**config.mk**
```make
export PLATFORM = sky130hd
export DESIGN_NAME = i2c_master_bit_engine_core_flat
export DESIGN_NICKNAME = d
export VERILOG_FILES = /design/src/rtl/i2cmb_pkg.sv /design/src/rtl/i2cmb_if.sv /design/src/rtl/i2c_master_bit_engine_core.sv /design/src/rtl/i2cmb_seq.sv /design/src/rtl/i2cmb_out_buf.sv /design/src/flat_wrapper.sv
export VERILOG_INCLUDE_DIRS = /design/src /design/src/rtl
export SDC_FILE = /design/constraint.sdc
export NUM_CORES = 1
export LEC_CHECK = 0
export BUFFER_PORTS_ARGS = -buffer_cell sky130_fd_sc_hd__buf_2
export CORE_UTILIZATION = 40
export DETAILED_ROUTE_END_ITERATION = 8
export SYNTH_ARGS = -nofsm -noshare
export SYNTH_HDL_FRONTEND = slang
export SYNTH_SLANG_ARGS = --single-unit
```
**constraint.sdc**
```tcl
create_clock -name clk -period 3.4 [get_ports clk]
set_input_delay 0.17 -clock clk [delete_from_list [all_inputs] [get_ports clk]]
set_output_delay 0.17 -clock clk [all_outputs]
set_load 0.005 [all_outputs]
```
**src/rtl/i2c_master_bit_engine_core_macros.svh**
```systemverilog
// ---------------------------------------------------------------------------
// I2C master bit engine assertion macros
// Shared concurrent assertion forms, clocked on clk and reset on rst_n.
// ---------------------------------------------------------------------------
`ifndef I2C_MASTER_BIT_ENGINE_CORE_MACROS_SVH
`define I2C_MASTER_BIT_ENGINE_CORE_MACROS_SVH

// Same-cycle implication.
`define I2CMB_ASSERT_IMPL(label, ante, cons) \
    label: assert property (@(posedge clk) disable iff (!rst_n) (ante) |-> (cons)) \
        else $error("i2cmb same-cycle check failed");

// Next-cycle implication.
`define I2CMB_ASSERT_NEXT(label, ante, cons) \
    label: assert property (@(posedge clk) disable iff (!rst_n) (ante) |=> (cons)) \
        else $error("i2cmb next-cycle check failed");

`endif

```
**src/rtl/i2cmb_pkg.sv**
```systemverilog
// ---------------------------------------------------------------------------
// I2C master bit engine package
// Command and status codes, transfer payload types and helper functions.
// ---------------------------------------------------------------------------
`default_nettype none

package i2cmb_pkg;

    localparam int HOLD_W = 10;
    localparam logic [HOLD_W-1:0] HOLD_RESET = 10'd10;
    localparam logic [2:0] BIT_TOP = 3'd7;

    typedef enum logic [2:0] {
        CMD_NONE    = 3'd0,
        CMD_START   = 3'd1,
        CMD_RESTART = 3'd2,
        CMD_STOP    = 3'd3,
        CMD_WRITE   = 3'd4,
        CMD_READ    = 3'd5,
        CMD_WAITACK = 3'd6,
        CMD_SENDACK = 3'd7
    } cmd_t;

    typedef enum logic [1:0] {
        ST_OK       = 2'd0,
        ST_BUS_BUSY = 2'd1,
        ST_NO_ACK   = 2'd2
    } status_t;

    typedef struct packed {
        logic [2:0] mode;
        logic [7:0] data_byte;
        logic       sda_level;
        logic       bus_free;
    } item_t;

    typedef struct packed {
        logic       scl_out;
        logic       sda_out;
        logic       busy_res;
        logic       done_res;
        logic [1:0] status;
        logic [7:0] read_data;
    } res_t;

    // Index of the final phase of each command's sequence.
    function automatic logic [1:0] last_phase(input cmd_t cmd);
        logic [1:0] lp;
        unique case (cmd)
            CMD_STOP:                           lp = 2'd0;
            CMD_START, CMD_RESTART:             lp = 2'd1;
            CMD_WRITE, CMD_READ, CMD_WAITACK:   lp = 2'd2;
            CMD_NONE, CMD_SENDACK:              lp = 2'd3;
        endcase
        return lp;
    endfunction

    // A hold of zero behaves as one tick.
    function automatic logic [HOLD_W-1:0] eff_hold(input logic [HOLD_W-1:0] hold);
        return (hold == '0) ? HOLD_W'(1) : hold;
    endfunction

endpackage

`default_nettype wire

```
**src/rtl/i2cmb_if.sv**
```systemverilog
// ---------------------------------------------------------------------------
// I2C master bit engine channel interfaces
// Tick, result and configuration channels with valid/ready handshakes.
// ---------------------------------------------------------------------------
`default_nettype none

interface i2cmb_in_if;
    logic       valid;
    logic       ready;
    logic [2:0] mode;
    logic [7:0] data_byte;
    logic       sda_level;
    logic       bus_free;

    modport source (output valid, mode, data_byte, sda_level, bus_free, input ready);
    modport sink   (input valid, mode, data_byte, sda_level, bus_free, output ready);
endinterface

interface i2cmb_out_if;
    logic       valid;
    logic       ready;
    logic       scl_out;
    logic       sda_out;
    logic       busy_res;
    logic       done_res;
    logic [1:0] status;
    logic [7:0] read_data;

    modport source (output valid, scl_out, sda_out, busy_res, done_res, status, read_data,
                    input ready);
    modport sink   (input valid, scl_out, sda_out, busy_res, done_res, status, read_data,
                    output ready);
endinterface

interface i2cmb_cfg_if;
    logic       valid;
    logic       ready;
    logic [9:0] data;

    modport source (output valid, data, input ready);
    modport sink   (input valid, data, output ready);
endinterface

`default_nettype wire

```
**src/rtl/i2c_master_bit_engine_core.sv**
```systemverilog
// ---------------------------------------------------------------------------
// I2C master bit engine core
// Tick-driven bit-level I2C master: sequences SCL/SDA phases per command.
// ---------------------------------------------------------------------------
//  channel  | dir | payload                                            | transfer
//  in_ch    | in  | mode, data_byte, sda_level, bus_free (one tick)    | valid & ready
//  out_ch   | out | scl_out, sda_out, busy_res, done_res, status,      | valid & ready
//           |     | read_data (one result per tick)                    |
//  cfg      | in  | data = hold_ticks                                  | valid & ready
//
//  One tick is taken per cycle while in_ch.ready is high; its result is
//  registered in the result buffer and shows on out_ch. The sequencer state
//  update is a single pass of logic. A two-entry result buffer lets in_ch keep
//  flowing while out_ch stalls; in_ch.ready drops only when both entries are full.
//  rst_n clears the sequencer to idle, pins released, hold_ticks to 10.
// ---------------------------------------------------------------------------
`default_nettype none

module i2c_master_bit_engine_core (
    input  wire logic     clk,
    input  wire logic     rst_n,
    i2cmb_in_if.sink      in_ch,
    i2cmb_out_if.source   out_ch,
    i2cmb_cfg_if.sink     cfg
);

    logic [i2cmb_pkg::HOLD_W-1:0] hold_reg;
    i2cmb_pkg::item_t             item;
    i2cmb_pkg::res_t              res;
    i2cmb_pkg::res_t              out_data;
    logic                         space;
    logic                         step;

    assign cfg.ready = 1'b1;

    always_ff @(posedge clk or negedge rst_n)
    begin
        if (!rst_n)
            hold_reg <= i2cmb_pkg::HOLD_RESET;
        else if (cfg.valid)
            hold_reg <= cfg.data;
    end

    assign item.mode      = in_ch.mode;
    assign item.data_byte = in_ch.data_byte;
    assign item.sda_level = in_ch.sda_level;
    assign item.bus_free  = in_ch.bus_free;

    assign in_ch.ready = space;
    assign step        = in_ch.valid && space;

    i2cmb_seq u_seq (
        .clk   (clk),
        .rst_n (rst_n),
        .step  (step),
        .item  (item),
        .hold  (hold_reg),
        .res   (res)
    );

    i2cmb_out_buf u_out_buf (
        .clk       (clk),
        .rst_n     (rst_n),
        .push      (step),
        .res       (res),
        .space     (space),
        .out_valid (out_ch.valid),
        .out_ready (out_ch.ready),
        .out_data  (out_data)
    );

    assign out_ch.scl_out   = out_data.scl_out;
    assign out_ch.sda_out   = out_data.sda_out;
    assign out_ch.busy_res  = out_data.busy_res;
    assign out_ch.done_res  = out_data.done_res;
    assign out_ch.status    = out_data.status;
    assign out_ch.read_data = out_data.read_data;

endmodule

`default_nettype wire

```
**src/rtl/i2cmb_seq.sv**
```systemverilog
// ---------------------------------------------------------------------------
// I2C master bit engine phase sequencer
// Holds the command state and computes pin levels and status for each tick.
// ---------------------------------------------------------------------------
`default_nettype none
`include "i2c_master_bit_engine_core_macros.svh"

module i2cmb_seq (
    input  wire logic                       clk,
    input  wire logic                       rst_n,
    input  wire logic                       step,
    input  wire i2cmb_pkg::item_t           item,
    input  wire logic [i2cmb_pkg::HOLD_W-1:0] hold,
    output i2cmb_pkg::res_t                 res
);

    i2cmb_pkg::cmd_t                cmd_reg, cmd_next;
    logic [1:0]                     phase_reg, phase_next;
    logic [2:0]                     bit_reg, bit_next;
    logic [i2cmb_pkg::HOLD_W-1:0]   hold_cnt_reg, hold_cnt_next;
    logic [7:0]                     shift_reg, shift_next;
    logic                           scl_reg, scl_next;
    logic                           sda_reg, sda_next;
    logic [1:0]                     status_reg, status_next;
    logic [7:0]                     rdata_reg, rdata_next;
    logic                           ack_reg, ack_next;
    logic                           busy;
    logic                           done;
    logic                           enter;

    always_comb
    begin
        cmd_next      = cmd_reg;
        phase_next    = phase_reg;
        bit_next      = bit_reg;
        hold_cnt_next = hold_cnt_reg;
        shift_next    = shift_reg;
        scl_next      = scl_reg;
        sda_next      = sda_reg;
        status_next   = status_reg;
        rdata_next    = rdata_reg;
        ack_next      = ack_reg;
        busy          = 1'b0;
        done          = 1'b0;
        enter         = 1'b0;

        if (cmd_reg == i2cmb_pkg::CMD_NONE)
        begin
            if (i2cmb_pkg::cmd_t'(item.mode) == i2cmb_pkg::CMD_START && !item.bus_free)
            begin
                status_next = i2cmb_pkg::ST_BUS_BUSY;
                done        = 1'b1;
            end
            else if (i2cmb_pkg::cmd_t'(item.mode) != i2cmb_pkg::CMD_NONE)
            begin
                cmd_next   = i2cmb_pkg::cmd_t'(item.mode);
                phase_next = 2'd0;
                bit_next   = i2cmb_pkg::BIT_TOP;
                ack_next   = 1'b0;
                if (i2cmb_pkg::cmd_t'(item.mode) == i2cmb_pkg::CMD_WRITE)
                begin
                    shift_next = item.data_byte;
                end
                enter = 1'b1;
                busy  = 1'b1;
            end
        end
        else if (hold_cnt_reg > i2cmb_pkg::HOLD_W'(1))
        begin
            hold_cnt_next = hold_cnt_reg - i2cmb_pkg::HOLD_W'(1);
            busy          = 1'b1;
        end
        else if (phase_reg < i2cmb_pkg::last_phase(cmd_reg))
        begin
            phase_next = phase_reg + 2'd1;
            enter      = 1'b1;
            busy       = 1'b1;
        end
        else if ((cmd_reg == i2cmb_pkg::CMD_WRITE || cmd_reg == i2cmb_pkg::CMD_READ) &&
                 bit_reg != 3'd0)
        begin
            // Loop back for the next bit, MSB first.
            bit_next   = bit_reg - 3'd1;
            phase_next = (cmd_reg == i2cmb_pkg::CMD_WRITE) ? 2'd0 : 2'd1;
            enter      = 1'b1;
            busy       = 1'b1;
        end
        else
        begin
            if (cmd_reg == i2cmb_pkg::CMD_START || cmd_reg == i2cmb_pkg::CMD_RESTART)
            begin
                scl_next = 1'b0;
            end
            if (cmd_reg == i2cmb_pkg::CMD_STOP || cmd_reg == i2cmb_pkg::CMD_WRITE ||
                cmd_reg == i2cmb_pkg::CMD_SENDACK)
            begin
                sda_next = 1'b1;
            end
            status_next   = (cmd_reg == i2cmb_pkg::CMD_WAITACK && ack_reg) ?
                            i2cmb_pkg::ST_NO_ACK : i2cmb_pkg::ST_OK;
            cmd_next      = i2cmb_pkg::CMD_NONE;
            phase_next    = 2'd0;
            bit_next      = i2cmb_pkg::BIT_TOP;
            hold_cnt_next = '0;
            done          = 1'b1;
        end

        // Apply the levels of the phase being entered.
        if (enter)
        begin
            unique case (cmd_next)
                i2cmb_pkg::CMD_START, i2cmb_pkg::CMD_RESTART:
                begin
                    if (phase_next == 2'd0)
                    begin
                        sda_next = 1'b1;
                        scl_next = 1'b1;
                    end
                    else
                    begin
                        sda_next = 1'b0;
                    end
                end
                i2cmb_pkg::CMD_STOP:
                begin
                    sda_next = 1'b0;
                    scl_next = 1'b1;
                end
                i2cmb_pkg::CMD_WRITE:
                begin
                    if (phase_next == 2'd0)
                        sda_next = shift_next[bit_next];
                    else
                        scl_next = (phase_next == 2'd1);
                end
                i2cmb_pkg::CMD_READ:
                begin
                    if (phase_next == 2'd0)
                    begin
                        sda_next = 1'b1;
                    end
                    else if (phase_next == 2'd1)
                    begin
                        scl_next             = 1'b1;
                        rdata_next[bit_next] = item.sda_level;
                    end
                    else
                    begin
                        scl_next = 1'b0;
                    end
                end
                i2cmb_pkg::CMD_WAITACK:
                begin
                    if (phase_next == 2'd0)
                        sda_next = 1'b1;
                    else
                        scl_next = (phase_next == 2'd1);
                end
                i2cmb_pkg::CMD_SENDACK:
                begin
                    if (phase_next == 2'd0)
                    begin
                        scl_next = 1'b0;
                        sda_next = 1'b1;
                    end
                    else if (phase_next == 2'd1)
                    begin
                        sda_next = 1'b0;
                    end
                    else
                    begin
                        scl_next = (phase_next == 2'd2);
                    end
                end
                i2cmb_pkg::CMD_NONE:
                begin
                end
            endcase
            hold_cnt_next = i2cmb_pkg::eff_hold(hold);
        end

        // Keep the last SDA sample seen while SCL is high for wait-ack.
        if (busy && cmd_next == i2cmb_pkg::CMD_WAITACK && phase_next == 2'd1)
        begin
            ack_next = item.sda_level;
        end
    end

    always_comb
    begin
        res.scl_out   = scl_next;
        res.sda_out   = sda_next;
        res.busy_res  = busy;
        res.done_res  = done;
        res.status    = status_next;
        res.read_data = rdata_next;
    end

    always_ff @(posedge clk or negedge rst_n)
    begin
        if (!rst_n)
        begin
            cmd_reg      <= i2cmb_pkg::CMD_NONE;
            phase_reg    <= 2'd0;
            bit_reg      <= i2cmb_pkg::BIT_TOP;
            hold_cnt_reg <= '0;
            shift_reg    <= 8'd0;
            scl_reg      <= 1'b1;
            sda_reg      <= 1'b1;
            status_reg   <= i2cmb_pkg::ST_OK;
            rdata_reg    <= 8'd0;
            ack_reg      <= 1'b0;
        end
        else if (step)
        begin
            cmd_reg      <= cmd_next;
            phase_reg    <= phase_next;
            bit_reg      <= bit_next;
            hold_cnt_reg <= hold_cnt_next;
            shift_reg    <= shift_next;
            scl_reg      <= scl_next;
            sda_reg      <= sda_next;
            status_reg   <= status_next;
            rdata_reg    <= rdata_next;
            ack_reg      <= ack_next;
        end
    end

    `I2CMB_ASSERT_IMPL(a_active_hold_nonzero, cmd_reg != i2cmb_pkg::CMD_NONE, hold_cnt_reg != '0)
    `I2CMB_ASSERT_NEXT(a_idle_stays_idle,
        step && cmd_reg == i2cmb_pkg::CMD_NONE &&
        i2cmb_pkg::cmd_t'(item.mode) == i2cmb_pkg::CMD_NONE,
        cmd_reg == i2cmb_pkg::CMD_NONE)
    `I2CMB_ASSERT_NEXT(a_finish_rewinds,
        step && done && cmd_reg != i2cmb_pkg::CMD_NONE,
        cmd_reg == i2cmb_pkg::CMD_NONE && phase_reg == 2'd0 && bit_reg == i2cmb_pkg::BIT_TOP)

endmodule

`default_nettype wire

```
**src/rtl/i2cmb_out_buf.sv**
```systemverilog
// ---------------------------------------------------------------------------
// I2C master bit engine result buffer
// Two-entry output register with skid slot between the sequencer and the sink.
// ---------------------------------------------------------------------------
`default_nettype none
`include "i2c_master_bit_engine_core_macros.svh"

module i2cmb_out_buf (
    input  wire logic            clk,
    input  wire logic            rst_n,
    input  wire logic            push,
    input  wire i2cmb_pkg::res_t res,
    output logic                 space,
    output logic                 out_valid,
    input  wire logic            out_ready,
    output i2cmb_pkg::res_t      out_data
);

    logic            v0_reg;
    logic            v1_reg;
    i2cmb_pkg::res_t d0_reg;
    i2cmb_pkg::res_t d1_reg;
    logic            pop;

    assign pop       = v0_reg && out_ready;
    assign space     = !v1_reg;
    assign out_valid = v0_reg;
    assign out_data  = d0_reg;

    always_ff @(posedge clk or negedge rst_n)
    begin
        if (!rst_n)
        begin
            v0_reg <= 1'b0;
            v1_reg <= 1'b0;
        end
        else if (pop)
        begin
            if (v1_reg)
            begin
                v1_reg <= push;
            end
            else
            begin
                v0_reg <= push;
            end
        end
        else if (!v0_reg)
        begin
            v0_reg <= push;
        end
        else if (push)
        begin
            v1_reg <= 1'b1;
        end
    end

    always_ff @(posedge clk)
    begin
        if (pop)
        begin
            if (v1_reg)
            begin
                d0_reg <= d1_reg;
                if (push)
                    d1_reg <= res;
            end
            else if (push)
            begin
                d0_reg <= res;
            end
        end
        else if (!v0_reg)
        begin
            if (push)
                d0_reg <= res;
        end
        else if (push)
        begin
            // Head is stalled: park the transfer in the skid slot.
            d1_reg <= res;
        end
    end

    `I2CMB_ASSERT_IMPL(a_skid_needs_head, v1_reg, v0_reg)
    `I2CMB_ASSERT_NEXT(a_drain_empties, pop && !v1_reg && !push, !v0_reg)
    `I2CMB_ASSERT_NEXT(a_fill_head, push && !v0_reg, v0_reg && d0_reg == $past(res))

endmodule

`default_nettype wire
```
**src/flat_wrapper.sv**
```systemverilog
// flat-port wrapper written by rule: the top's interface ports become plain ports
module i2c_master_bit_engine_core_flat 
  (clk, rst_n, in_ch_valid, in_ch_mode, in_ch_data_byte, in_ch_sda_level, in_ch_bus_free, in_ch_ready, out_ch_valid, out_ch_scl_out, out_ch_sda_out, out_ch_busy_res, out_ch_done_res, out_ch_status, out_ch_read_data, out_ch_ready, cfg_valid, cfg_data, cfg_ready);
  i2cmb_in_if in_ch_i ();
  i2cmb_out_if out_ch_i ();
  i2cmb_cfg_if cfg_i ();
  input  wire logic clk;
  input  wire logic rst_n;
  input wire logic [$bits(in_ch_i.valid)-1:0] in_ch_valid;
  input wire logic [$bits(in_ch_i.mode)-1:0] in_ch_mode;
  input wire logic [$bits(in_ch_i.data_byte)-1:0] in_ch_data_byte;
  input wire logic [$bits(in_ch_i.sda_level)-1:0] in_ch_sda_level;
  input wire logic [$bits(in_ch_i.bus_free)-1:0] in_ch_bus_free;
  output wire logic [$bits(in_ch_i.ready)-1:0] in_ch_ready;
  output wire logic [$bits(out_ch_i.valid)-1:0] out_ch_valid;
  output wire logic [$bits(out_ch_i.scl_out)-1:0] out_ch_scl_out;
  output wire logic [$bits(out_ch_i.sda_out)-1:0] out_ch_sda_out;
  output wire logic [$bits(out_ch_i.busy_res)-1:0] out_ch_busy_res;
  output wire logic [$bits(out_ch_i.done_res)-1:0] out_ch_done_res;
  output wire logic [$bits(out_ch_i.status)-1:0] out_ch_status;
  output wire logic [$bits(out_ch_i.read_data)-1:0] out_ch_read_data;
  input wire logic [$bits(out_ch_i.ready)-1:0] out_ch_ready;
  input wire logic [$bits(cfg_i.valid)-1:0] cfg_valid;
  input wire logic [$bits(cfg_i.data)-1:0] cfg_data;
  output wire logic [$bits(cfg_i.ready)-1:0] cfg_ready;
  assign in_ch_i.valid = in_ch_valid;
  assign in_ch_i.mode = in_ch_mode;
  assign in_ch_i.data_byte = in_ch_data_byte;
  assign in_ch_i.sda_level = in_ch_sda_level;
  assign in_ch_i.bus_free = in_ch_bus_free;
  assign in_ch_ready = in_ch_i.ready;
  assign out_ch_valid = out_ch_i.valid;
  assign out_ch_scl_out = out_ch_i.scl_out;
  assign out_ch_sda_out = out_ch_i.sda_out;
  assign out_ch_busy_res = out_ch_i.busy_res;
  assign out_ch_done_res = out_ch_i.done_res;
  assign out_ch_status = out_ch_i.status;
  assign out_ch_read_data = out_ch_i.read_data;
  assign out_ch_i.ready = out_ch_ready;
  assign cfg_i.valid = cfg_valid;
  assign cfg_i.data = cfg_data;
  assign cfg_ready = cfg_i.ready;
  i2c_master_bit_engine_core u_core (.clk(clk), .rst_n(rst_n), .in_ch(in_ch_i), .out_ch(out_ch_i), .cfg(cfg_i));
endmodule
```
* Yosys cells after proc, flatten, opt, wreduce, memory -nomap -nowiden *
Memories as Yosys holds them, arrays and structs flattened.
Cells that the tools add are included.

word-level totals
  register bits = 79
  ROM bits = 16
  input port bits = 28
  output and inout bits = 17
  logic and storage cells = 191
  memories = 1

operators by class
  $add $sub $neg = 3
  $lt $le $gt $ge = 4
  eq/ne operators = 25
  multiplexer cells = 103
  reductions and logical operators = 30

memory list
  memory           words  width  rd ports  clocked after Yosys merged registers in  write ports  line             source
  (no name shown)  8      2      1         0                                        0            i2cmb_pkg.sv:49  unique case (cmd)

operator list
  cell                                                                              number
  14-bit 2-to-1 mux                                                                 8
  8-bit 2-to-1 mux                                                                  8
  10-bit 2-to-1 mux                                                                 6
  1-bit 2-to-1 mux                                                                  51
  3-bit 2-to-1 mux                                                                  12
  3-bit equality test, second input constant                                        9
  2-bit 2-to-1 mux                                                                  13
  3-bit by 2-bit equality test with 1-bit output, second input constant             4
  10-bit by 1-bit greater-than comparator with 1-bit output, second input constant  1
  10-bit zero test                                                                  1
  1-bit case mux with 5 select lines                                                2
  10-bit by 1-bit subtractor with 10-bit output, second input constant              1
  3-bit by 1-bit equality test with 1-bit output, second input constant             3
  8-bit bitwise mux                                                                 1
  1-bit logical AND                                                                 8
  4-bit AND reduction                                                               2
  2-bit nonzero test                                                                4
  2-bit != test, second input constant                                              3
  3-bit != test, second input constant                                              2
  3-bit nonzero test                                                                2
  2-bit OR reduction                                                                3
  1-bit logical OR                                                                  4
  3-bit by 4-bit less-than comparator with 1-bit output, second input constant      1
  2-bit by 1-bit != test with 1-bit output, second input constant                   2
  12 further kinds                                                                  14

* Depth between registers and ports, before layout *
Gate-level depths: netlist (run 1).

  depth after elaboration = 19
  mapped depth = 14
  mapped depth without buffers = 12

* Hierarchy *
A second synthesis (run 1) with hierarchy kept.

unflattened totals
  cell total of the unflattened synthesis = 438
  area, all modules = 4,649.5 µm²

modules (own cells, without submodules)
  module                      times used  cells each  area each (µm²)
  i2cmb_seq                   1           326         2,934.1
  i2cmb_out_buf               1           88          1,283.7
  i2c_master_bit_engine_core  1           24          431.7

* Worst setup path before layout (run 1) *
No wires, ideal clock.

  path type = register to register
  start point = register u_core.u_seq.cmd_reg[0]
  end point = register u_core.u_out_buf.d0_reg (netlist bit u_core.u_out_buf.out_data[2]) (data pin)
  arrival time = 3.068 ns
  data required time = 3.142 ns
  setup slack = 0.074 ns
  cell stages (with the launch flop) = 14
  buffers on the path = 2
  cells stage by stage = dfrtp_1 > buf_2 > nor2_1 > nor2_1 > ha_1 > o41ai_4 > o21ai_2 > and3_1 > buf_6 > nor4b_4 > nand4_1 > mux2_2 > nor2_1 > o21ai_1

RTL lines
  item                    line                 source
  start, declared         i2cmb_seq.sv:17      i2cmb_pkg::cmd_t cmd_reg, cmd_next;
  start signal, assigned  i2cmb_seq.sv:203     cmd_reg <= i2cmb_pkg::CMD_NONE;
  start signal, assigned  i2cmb_seq.sv:216     cmd_reg <= cmd_next;
  end signal, assigned    i2cmb_out_buf.sv:64  d0_reg <= d1_reg;
  end signal, assigned    i2cmb_out_buf.sv:70  d0_reg <= res;
  end signal, assigned    i2cmb_out_buf.sv:76  d0_reg <= res;
  end, declared           i2cmb_out_buf.sv:21  i2cmb_pkg::res_t d0_reg;

* Worst setup path in the final report (run 1) *
  start point = register u_core.u_seq.cmd_reg[1]
  end point = register u_core.u_out_buf.d0_reg (netlist bit u_core.u_out_buf.out_data[12]) (data pin)

between the ends
  word-level cells in the longest chain between the ends = 15
  elaborated cells between the ends (all ways) = 62
  those cells by class = 1 x order compare; 12 x eq/ne; 40 x mux; 8 x reduce/logical; 1 x memory

RTL lines
  item                                                               line                                      source
  memory read 8 x 2 bit (tied with other cells)                      n/a
  2-bit 2-to-1 mux (tied with other cells)                           i2cmb_seq.sv:68                           else if (hold_cnt_reg > i2cmb_pkg::HOLD_W'(1))
  2-bit 2-to-1 mux (tied with other cells)                           i2cmb_seq.sv:47                           if (cmd_reg == i2cmb_pkg::CMD_NONE)
  2-bit less-than comparator (tied with other cells)                 i2cmb_seq.sv:73                           else if (phase_reg < i2cmb_pkg::last_phase(cmd_reg))
  3-bit 2-to-1 mux (tied with other cells)                           i2cmb_seq.sv:73
  3-bit 2-to-1 mux (tied with other cells)                           i2cmb_seq.sv:68
  3-bit 2-to-1 mux (tied with other cells)                           i2cmb_seq.sv:47
  1-bit binary-select mux with 3-bit select (tied with other cells)  i2cmb_seq.sv:132                          sda_next = shift_next[bit_next];
  1-bit 2-to-1 mux, on equally long branches                         i2cmb_seq.sv:132, i2cmb_seq.sv:166
  1-bit 2-to-1 mux, on equally long branches                         i2cmb_seq.sv:131, i2cmb_seq.sv:161
  1-bit case mux with 5 select lines                                 i2cmb_seq.sv:111                          unique case (cmd_next)
  1-bit 2-to-1 mux *                                                 i2cmb_seq.sv:109                          if (enter)
  14-bit 2-to-1 mux *                                                i2cmb_out_buf.sv:68, i2cmb_out_buf.sv:75
  14-bit 2-to-1 mux, on equally long branches                        i2cmb_out_buf.sv:73, i2cmb_out_buf.sv:62
  14-bit 2-to-1 mux *                                                i2cmb_out_buf.sv:60                       if (pop)

Mark *: on every way between the ends. The rest lies on a longest branch, timed or not. The select of a mux whose other input is x is not followed.
A chain may end at the register's enable or synchronous reset.

==> impl_metrics.csv, run 1 <==
group,metric,value,unit
status,status,"completed",
critical_path,critPathArrivalTime,3.50,ns
layout,fin_nets,554,
floorplanning,core-area,10900,um2
route,wl_per_cell,17.5,um
clocking,path_clk_slew,0.09,ns
critical_path,crit_path_start_kind,"flop",
synthesis,synth.area.top_cells,"dfrtp_1, edfxtp_1, mux2_2",
grt,antenna_found_initial,0,
synthesis,synth_largest_area_cell,"dfrtp_1",
sta,fin_skew,0.0121,ns
pwr,combPwrFrac,48.1,%
critical_path,slowest_stage,"dfrtp_1",
pwr,powerDensity,871,nW/um2
place,gp_congestion,0.878,
clocking,cts_buffers,9,
synthesis,ys_types,68,
synthesis,async_flop_share,64.6,%
synthesis,avgSynthCellArea,9.76,um2
critical_path,critPathCaptureType,"flop",
layout,diodes,0,
synthesis,synth_ff_type,"dfrtp_1",
floorplanning,die_x,108,um
sta,period_share,99.7,%
critical_path,crit_start,"u_core.u_seq.cmd_reg[1]",
grt,grt_use_total,21.4,%
clocking,cts_root_buf,"clkbuf_8",
synthesis,ys_seq_area_share,47.5,%
route,drt_pass1_iterations,5,
place,place_hpwl,8230,um
synthesis,syn_nets,492,
pwr,p_leak,2.07,nW
route,drc,0,
grt,first_global_vias,3579,
sta,rsz0062_at_grt,"yes",
clocking,insertion_delay,0.36,ns
critical_path,slowest_delay,0.40,ns
synthesis,yosys.area.top_type_share,24.6,%
sta,max_slew_margin,43.5,%
critical_path,crit_chain,"nor2_2 > nor2_1 > ha_2 > or2_4 > o41ai_4 > buf_4 > o31ai_4 > o31ai_4 > a211o_1 > a311o_1 > a211oi_2 > nor3_2 > a211o_1",
sta,finalHoldViolations,0,
synthesis,ys_seq_elements,79,
sta,slew_viol_final,0,
route,via_per_inst,5.75,
synthesis,synth-edff-count,28,
critical_path,regToRegSetupSlack,0.01,ns
sta,max_freq,295,MHz
clocking,cts_max_path_buffers,2,
pwr,p_switching,1.88,mW
grt,gr-total-overflow,0,
sta,tightest_slew,0.848,ns
clocking,htreeDepth,3,
layout,syn_to_final_growth,18.1,%
min_path,hold_start,"out_ch_ready",
synthesis,syn-cell-area,4480,um2
pwr,switching_share,40.9,%
pwr,irDropWorstVdd,359,uV
synthesis,yosysMostFrequentCell,"nor2_1",
grt,grt_pass1_wl,19000,um
sta,finalSetupViolations,0,
critical_path,r2r_start,"u_core.u_seq.cmd_reg[1]",
clocking,cts.sinks,79,
flow_run,maxCapViolations,0,
layout,final_layout_size_suffix_gt1_share,28.3,%
floorplanning,die_h,108,um
route,drt_iter0_markers,249,
place,placed_cell_area,4930,um2
critical_path,cp.required,3.51,ns
critical_path,path_class,"reg2reg",
floorplanning,top_level_ports,45,
pwr,seq_power_share,35.1,%
floorplanning,initial_core_util,41.1,%
sta,fin_tns_setup,0,ns
synthesis,ys.warnings.count,0,
synthesis,synthCells,459,
floorplanning,rows,38,
layout,fin_area,5290,um2
layout,finish.utilization,48.6,%
pwr,p_clk_share,16.8,%
sta,fin_crit,3.39,ns
floorplanning,dieArea,11600,um2
route,drt_wl_total,11700,um
synthesis,synth_common_cells,"nor2_1, dfrtp_1, o21ai_0",
route,antenna_left,0,
grt,grt_start_max_net_pins,28,
pwr,power,4.61,mW
layout,fill_cells,1042,
pwr,p_int,2.72,mW
critical_path,cp_max_fo,5,
place,portBuffers,43,
min_path,hold_path_class,"in2reg",
clocking,cts_tree,"built",
route,dr_total_vias,3828,
[power groups by stage]
| stage | registers (mW) | clock network (mW) | logic (mW) |
|---|---|---|---|
| 6_report | 1.62 | 0.775 | 2.22 |
| 5_1_grt | 1.66 | 0.834 | 2.46 |
| 4_1_cts | 1.63 | 0.793 | 2.06 |
| 3_5_place_dp | 1.65 | 0 | 2.03 |
| 3_3_place_gp | 1.64 | 0 | 2.01 |
| 2_1_floorplan | 1.58 | 0 | 1.42 |
[timing repair]
| item | in CTS | in global routing |
|---|---|---|
| hold buffers | 1 | 0 |
| pin swaps | 2 | 9 |
| cloned | 0 | 0 |
| endpoints found under the setup margin | 7 | 10 |
| setup buffers | 1 | 8 |
| endpoints found under the hold margin | 22 | 0 |
| resized for setup | 2 | 11 |
[layer usage]
layer	GRT usage, %	wire length [um]	up-vias	share of wire, %
li1	-	-	1825	-
met1	30.9	5610	1856	48
met2	31.6	5220	136	45
met3	4.30	658	11	5.6
met4	7.73	187	0	1.6
met5	0	0	-	0
[cells by family (layout without fill, tap and decap cells)]
kind of cell               Yosys count  count (layout)  share of synthesized area (%)
buffers and inverters               37             104                           3.58
and+or+nand+nor                    166             166                           19.1
AOI/OAI and AO/OA                  143             143                           21.5
other                                1               1                         0.0837
muxes                               28              28                           6.96
adders and majority gates            5               5                           1.40
DFF                                 79              79                           47.5
[through the flow]
step	std cells	setup slack (ns)	hold WS [ns]
5_1_grt	666	-0.0957	0.0239
6_report	666	0.0111	0.0185
2_1_floorplan	459	0.0736	-0.126
4_1_cts	658	0.0170	0.00188
3_3_place_gp	640	-0.142	0.260
3_5_place_dp	640	-0.116	0.254
[area by class of cell]
| cell class | count | area [um2] | share of cell area, % |
|---|---|---|---|
| clock buffers | 10 | 128 | 2.41 |
| clock inverters | 6 | 85.1 | 1.61 |
| inverters | 14 | 52.6 | 0.994 |
| multi-input cells | 343 | 2250 | 42.6 |
| flip-flops and latches | 79 | 2130 | 40.2 |
| well taps | 140 | 175 | 3.31 |
| repair buffers | 74 | 467 | 8.83 |
[cells in the final DEF (no fill, tap or decap), drive strengths merged, types with 15 or more instances in the layout]
cell	count
a21oi	30
buf	73
dfrtp	44
edfxtp	28
inv	15
mux2	25
nand2	40
nor2	55
o21ai	51
[critical path: cells and delay by family (launching register included)]
family | cells | cell delay, ns
AO/OA/AOI/OAI | 7 | 1.79
AND/OR/NAND/NOR | 4 | 0.41
flip-flops | 1 | 0.40
adder cells (fa/ha/maj) | 1 | 0.35
buffers and inverters | 1 | 0.19
[path summary, 6_finish.rpt]
check,to,cells after the start
max,u_core.u_out_buf.out_data[12],13
min,u_core.u_out_buf.v1_reg,2
max reg2reg,u_core.u_out_buf.out_data[12],13
min reg2reg,u_core.u_seq.rdata_reg[0],2
max in group asynchronous,u_core.u_seq.bit_reg[0],3
min in group asynchronous,u_core.u_seq.rdata_reg[3],2
(Power assumes the default switching activity.)
==> run 2: changes to the inputs <==
CORE_MARGIN = 2   (was default)
CORE_UTILIZATION = 54   (was 40)
PLACE_DENSITY = 0.77   (was default)
==> impl_metrics.csv, run 2 (synthesis results as in run 1) <==
group,metric,value,unit
clocking,htreeDepth,3,
sta,setup_slack,0.0841,ns
layout,syn_to_final_growth,17.3,%
place,dp.cells,606,
critical_path,cp_top_family,"compound AO/OA/AOI/OAI gates",
layout,layout_commonest_cell,"nor2_1",
critical_path,critPathArrivalTime,3.45,ns
clocking,cts.sinks,79,
critical_path,crit_chain,"inv_1 > ha_1 > nand2b_1 > nand2_1 > o31ai_4 > o31ai_4 > a211o_1 > a311o_1 > a211oi_2 > nor3_1 > a211o_1",
sta,fin_skew,0.0112,ns
floorplanning,die_h,95.1,um
min_path,hold_path_class,"in2reg",
sta,max_slew_margin,46.4,%
status,status,"completed",
layout,most-common-layout-cells,"nor2_1, buf_2, dfrtp_1, nand2_1, o21ai_0",
grt,grt_start_max_net_pins,34,
pwr,combPwrFrac,48.1,%
sta,whs,0.0276,ns
floorplanning,core-area,8130,um2
pwr,seq_power_share,35.7,%
place,dp_slack,0.0508,ns
route,drc,0,
layout,diodes,0,
grt,gr-total-overflow,0,
pwr,irDropWorstVdd,353,uV
clocking,cts_root_buf,"clkbuf_8",
pwr,p_switching,1.93,mW
floorplanning,rows,33,
critical_path,critPathCaptureType,"flop",
critical_path,path_class,"reg2reg",
grt,grt_pass1_wl,17700,um
route,drt_iter0_markers,366,
clocking,insertion_delay,0.37,ns
critical_path,cp_max_fo,4,
layout,final_layout_size_suffix_gt1_share,29.2,%
route,drt_wl_total,11400,um
sta,max_freq,302,MHz
critical_path,path_buf_inv,1,
grt,antenna_found_initial,0,
sta,finalSetupViolations,0,
sta,period_share,97.5,%
floorplanning,top_level_ports,45,
pwr,p_leak,2.08,nW
place,placed_cell_area,4880,um2
layout,fin_nets,556,
critical_path,slowest_stage,"dfstp_2",
sta,tightest_slew,0.804,ns
grt,first_global_vias,3512,
layout,instances_no_fill,633,
critical_path,crit_path_start_kind,"flop",
floorplanning,die_x,95.1,um
clocking,cts_tree,"built",
pwr,powerDensity,867,nW/um2
route,drt_pass1_iterations,5,
critical_path,cp.required,3.53,ns
grt,grt_use_total,25.5,%
route,via_per_inst,6.23,
clocking,cts_max_path_buffers,2,
place,portBuffers,43,
sta,slew_viol_final,0,
pwr,p_clk_share,16.2,%
route,antenna_left,0,
flow_run,maxCapViolations,0,
sta,finalHoldViolations,0,
sta,fin_crit,3.32,ns
floorplanning,initial_core_util,55.1,%
route,dr_total_vias,3941,
floorplanning,dieArea,9040,um2
layout,fin_area,5250,um2
pwr,p_int,2.63,mW
place,gp_congestion,0.954,
clocking,path_clk_slew,0.09,ns
clocking,cts_buffers,9,
pwr,switching_share,42.4,%
route,wl_per_cell,17.9,um
layout,fill_cells,645,
place,place_hpwl,7770,um
critical_path,slowest_delay,0.57,ns
==> run 2: cell types whose count changed in the layout (fill, tap and decap cells not counted), moves of 2 or more <==
cell      previous run  this run
a21oi_1             30        28
a21oi_2              0         2
buf_4               28        30
clkinv_4             0         2
nor3_1               8        10
nor3_2               2         0
==> run 2: power by group through the flow <==
stage,Combinational [mW],Sequential (mW),Clock (mW)
after CTS,1.99,1.63,0.745
after global routing,2.40,1.67,0.782
after floorplan,1.42,1.58,0
final,2.19,1.62,0.738
after global placement,1.93,1.63,0
after detailed placement,1.97,1.65,0
==> run 2: final timing paths <==
path,start,endpoint,slack (ns),depth (start not counted)
hold / removal,in_ch_data_byte[6],u_core.u_seq.shift_reg[6],0.03,2
setup / recovery,u_core.u_seq.bit_reg[1],u_core.u_out_buf.out_data[12],0.08,11
max in group asynchronous,rst_n,u_core.u_seq.bit_reg[2],2.15,3
hold reg to reg,u_core.u_seq.scl_reg,u_core.u_seq.scl_reg,0.50,2
min in group asynchronous,rst_n,u_core.u_seq.cmd_reg[1],0.42,2
setup reg to reg,u_core.u_seq.bit_reg[1],u_core.u_out_buf.out_data[12],0.08,11
==> run 2: timing repair <==
action                                  in CTS  in global routing
gates resized for setup                      0                 15
hold endpoints to repair                    29                  0
endpoints found under the setup margin       0                 18
hold buffers                                 2                  0
buffers inserted                             0                  8
==> run 2: through the flow <==
stage	utilization [%]	TNS, ns	power, mW
after global routing	64.6	-0.0668	4.84
after CTS	62.8	0	4.36
final	64.6	0	4.55
after floorplan	-	0	3.00
after global placement	60.0	0	3.56
after detailed placement	60.0	0	3.62
==> run 2: final cells by class <==
type,instances,area (um2),share of cell area [%]
multi-input combinational,344,2280,43.4
sequential,79,2130,40.5
timing repair buffer,75,460,8.76
tap,105,131,2.50
clock buffer,9,124,2.36
clock inverter,7,80.1,1.52
inverter,14,52.6,1.00
==> run 2: metal layers <==
layer / vias to the layer above / routed length, um / GRT usage, %
li1: 1838 / - / -
met1: 1883 / 5150 / 38.3
met2: 198 / 5150 / 37.1
met3: 22 / 823 / 4.11
met4: 0 / 223 / 9.30
met5: - / 0 / 0
==> run 3: changes to the inputs <==
CORE_ASPECT_RATIO = 1.4   (was default)
==> impl_metrics.csv, run 3 (synthesis results as in run 1) <==
group,metric,value,unit
route,dr_total_vias,3859,
grt,first_global_vias,3847,
sta,finalHoldViolations,0,
route,antenna_left,0,
route,drt_pass1_iterations,5,
grt,grt_pass1_wl,18500,um
route,wl_per_cell,18.1,um
route,drc,0,
sta,tightest_slew,0.962,ns
sta,finalSetupViolations,0,
critical_path,crit_path_start_kind,"flop",
layout,most-common-layout-cells,"nor2_1, dfrtp_1, buf_2, nand2_1, o21ai_0",
layout,regArea,2130,um2
min_path,hold_path_class,"in2reg",
critical_path,slowest_delay,0.39,ns
grt,grt_use_total,27.1,%
layout,multi_input_area,2260,um2
floorplanning,dieArea,9050,um2
critical_path,path_class,"reg2reg",
critical_path,path_buf_inv,2,
pwr,p_leak,2.17,nW
clocking,path_clk_slew,0.06,ns
place,place_hpwl,8350,um
floorplanning,top_level_ports,45,
pwr,irDropWorstVdd,518,uV
route,drt_wl_total,11500,um
floorplanning,die_h,112,um
clocking,cts_tree,"built",
flow_run,maxCapViolations,0,
sta,whs,0.0378,ns
layout,fill_cells,671,
layout,layout_commonest_cell,"nor2_1",
layout,final_layout_size_suffix_gt1_share,30.1,%
sta,setup_slack,0.00340,ns
layout,syn_to_final_growth,21.0,%
floorplanning,core-area,8100,um2
critical_path,critPathCaptureType,"flop",
clocking,cts_buffers,9,
grt,gr-total-overflow,0,
pwr,powerDensity,921,nW/um2
critical_path,cp.required,3.50,ns
floorplanning,rows,39,
clocking,cts.sinks,79,
place,gp_congestion,0.963,
place,portBuffers,43,
sta,max_freq,294,MHz
grt,grt_start_max_net_pins,28,
clocking,htreeDepth,3,
clocking,cts_max_path_buffers,2,
clocking,insertion_delay,0.34,ns
route,via_per_inst,6.07,
critical_path,critPathArrivalTime,3.50,ns
sta,slew_viol_final,0,
sta,fin_crit,3.40,ns
clocking,cts_root_buf,"clkbuf_16",
sta,max_slew_margin,35.7,%
sta,rsz0062_at_grt,"yes",
critical_path,cp_top_family,"compound AO/OA/AOI/OAI gates",
grt,antenna_found_initial,0,
critical_path,cp_max_fo,5,
critical_path,crit_chain,"nor2_2 > nor2_1 > ha_2 > or2_4 > o41ai_4 > buf_6 > buf_6 > o31ai_4 > o31ai_4 > a211o_1 > a311o_1 > a211oi_2 > nor3_2 > a211o_1",
layout,fin_nets,562,
sta,period_share,99.9,%
layout,diodes,0,
floorplanning,die_x,81.0,um
route,drt_iter0_markers,176,
critical_path,slowest_stage,"dfrtp_1",
status,status,"completed",
sta,fin_skew,0.00445,ns
floorplanning,initial_core_util,55.3,%
place,dp_slack,-0.219,ns
==> run 3: cell count changes in the layout (fill, tap and decap cells not counted), moves of 2 or more <==
cell / previous run / this run
clkbuf_16: 0 / 9
clkbuf_8: 9 / 0
buf_4: 30 / 36
buf_6: 0 / 2
bufinv_16: 1 / 3
clkinv_4: 2 / 0
==> run 3: worst register-to-register path: cells and delay by family (launching register included) <==
family	cells	cell delay (ns)
compound gates	7	1.79
fa+ha+maj	1	0.34
buf+inv	2	0.25
flops	1	0.39
simple gates	4	0.40
==> run 3: layout make-up <==
| cell class | count | share of cell area [%] |
|---|---|---|
| Clock buffer | 10 | 4.23 |
| Inverter | 14 | 0.970 |
| Multi-Input combinational cell | 343 | 41.7 |
| Tap cell | 102 | 2.36 |
| Sequential cell | 79 | 39.2 |
| Clock inverter | 6 | 1.99 |
| Timing Repair Buffer | 82 | 9.56 |
==> run 3: where the power goes <==
part	leakage [nW]	internal, mW	switching, mW
logic	1.15	0.975	1.30
registers	0.853	1.38	0.234
clock network	0.164	0.716	0.377
==> run 3: final timing paths <==
path                                               from                       endpoint  slack (ns)  cells after the start
min in group asynchronous                         rst_n     u_core.u_seq.status_reg[1]        0.38                      2
worst min register to register     u_core.u_seq.scl_reg           u_core.u_seq.scl_reg        0.49                      2
worst max-delay path            u_core.u_seq.cmd_reg[1]  u_core.u_out_buf.out_data[12]       0.003                     14
worst min-delay path                       out_ch_ready        u_core.u_out_buf.v1_reg        0.04                      2
worst max register to register  u_core.u_seq.cmd_reg[1]  u_core.u_out_buf.out_data[12]       0.003                     14
max in group asynchronous                         rst_n        u_core.u_seq.bit_reg[0]        2.18                      3
==> run 3: per-layer routing <==
layer | part of all wire (%) | vias to the layer above | global-route usage (%)
met3 | 4.4 | 32 | 5.83
li1 | - | 1850 | -
met4 | 3.7 | 0 | 12.9
met2 | 54 | 114 | 48.4
met1 | 38 | 1863 | 29.5
met5 | 0 | - | 0
==> run 3: timing repair <==
item / 4_1_cts / 5_1_grt
hold endpoints to repair: 24 / 0
gates resized for setup: 2 / 15
endpoints found under the setup margin: 10 / 21
hold buffers: 1 / 0
pin swaps: 0 / 11
buffers inserted: 1 / 16
gates cloned: 0 / 0
==> run 3: stage by stage <==
stage / total power, mW / instances / setup TNS, ns / util (%) / cell area [um2]
4_1_cts: 4.79 / 620 / -0.00721 / 64.7 / 5240
5_1_grt: 5.32 / 636 / -0.537 / 66.9 / 5420
2_1_floorplan: 3.00 / 459 / 0 / - / 4480
3_5_place_dp: 3.66 / 602 / -1.10 / 60.2 / 4870
6_report: 4.99 / 636 / 0 / 66.9 / 5420
3_3_place_gp: 3.59 / 602 / -0.495 / 60.2 / 4870
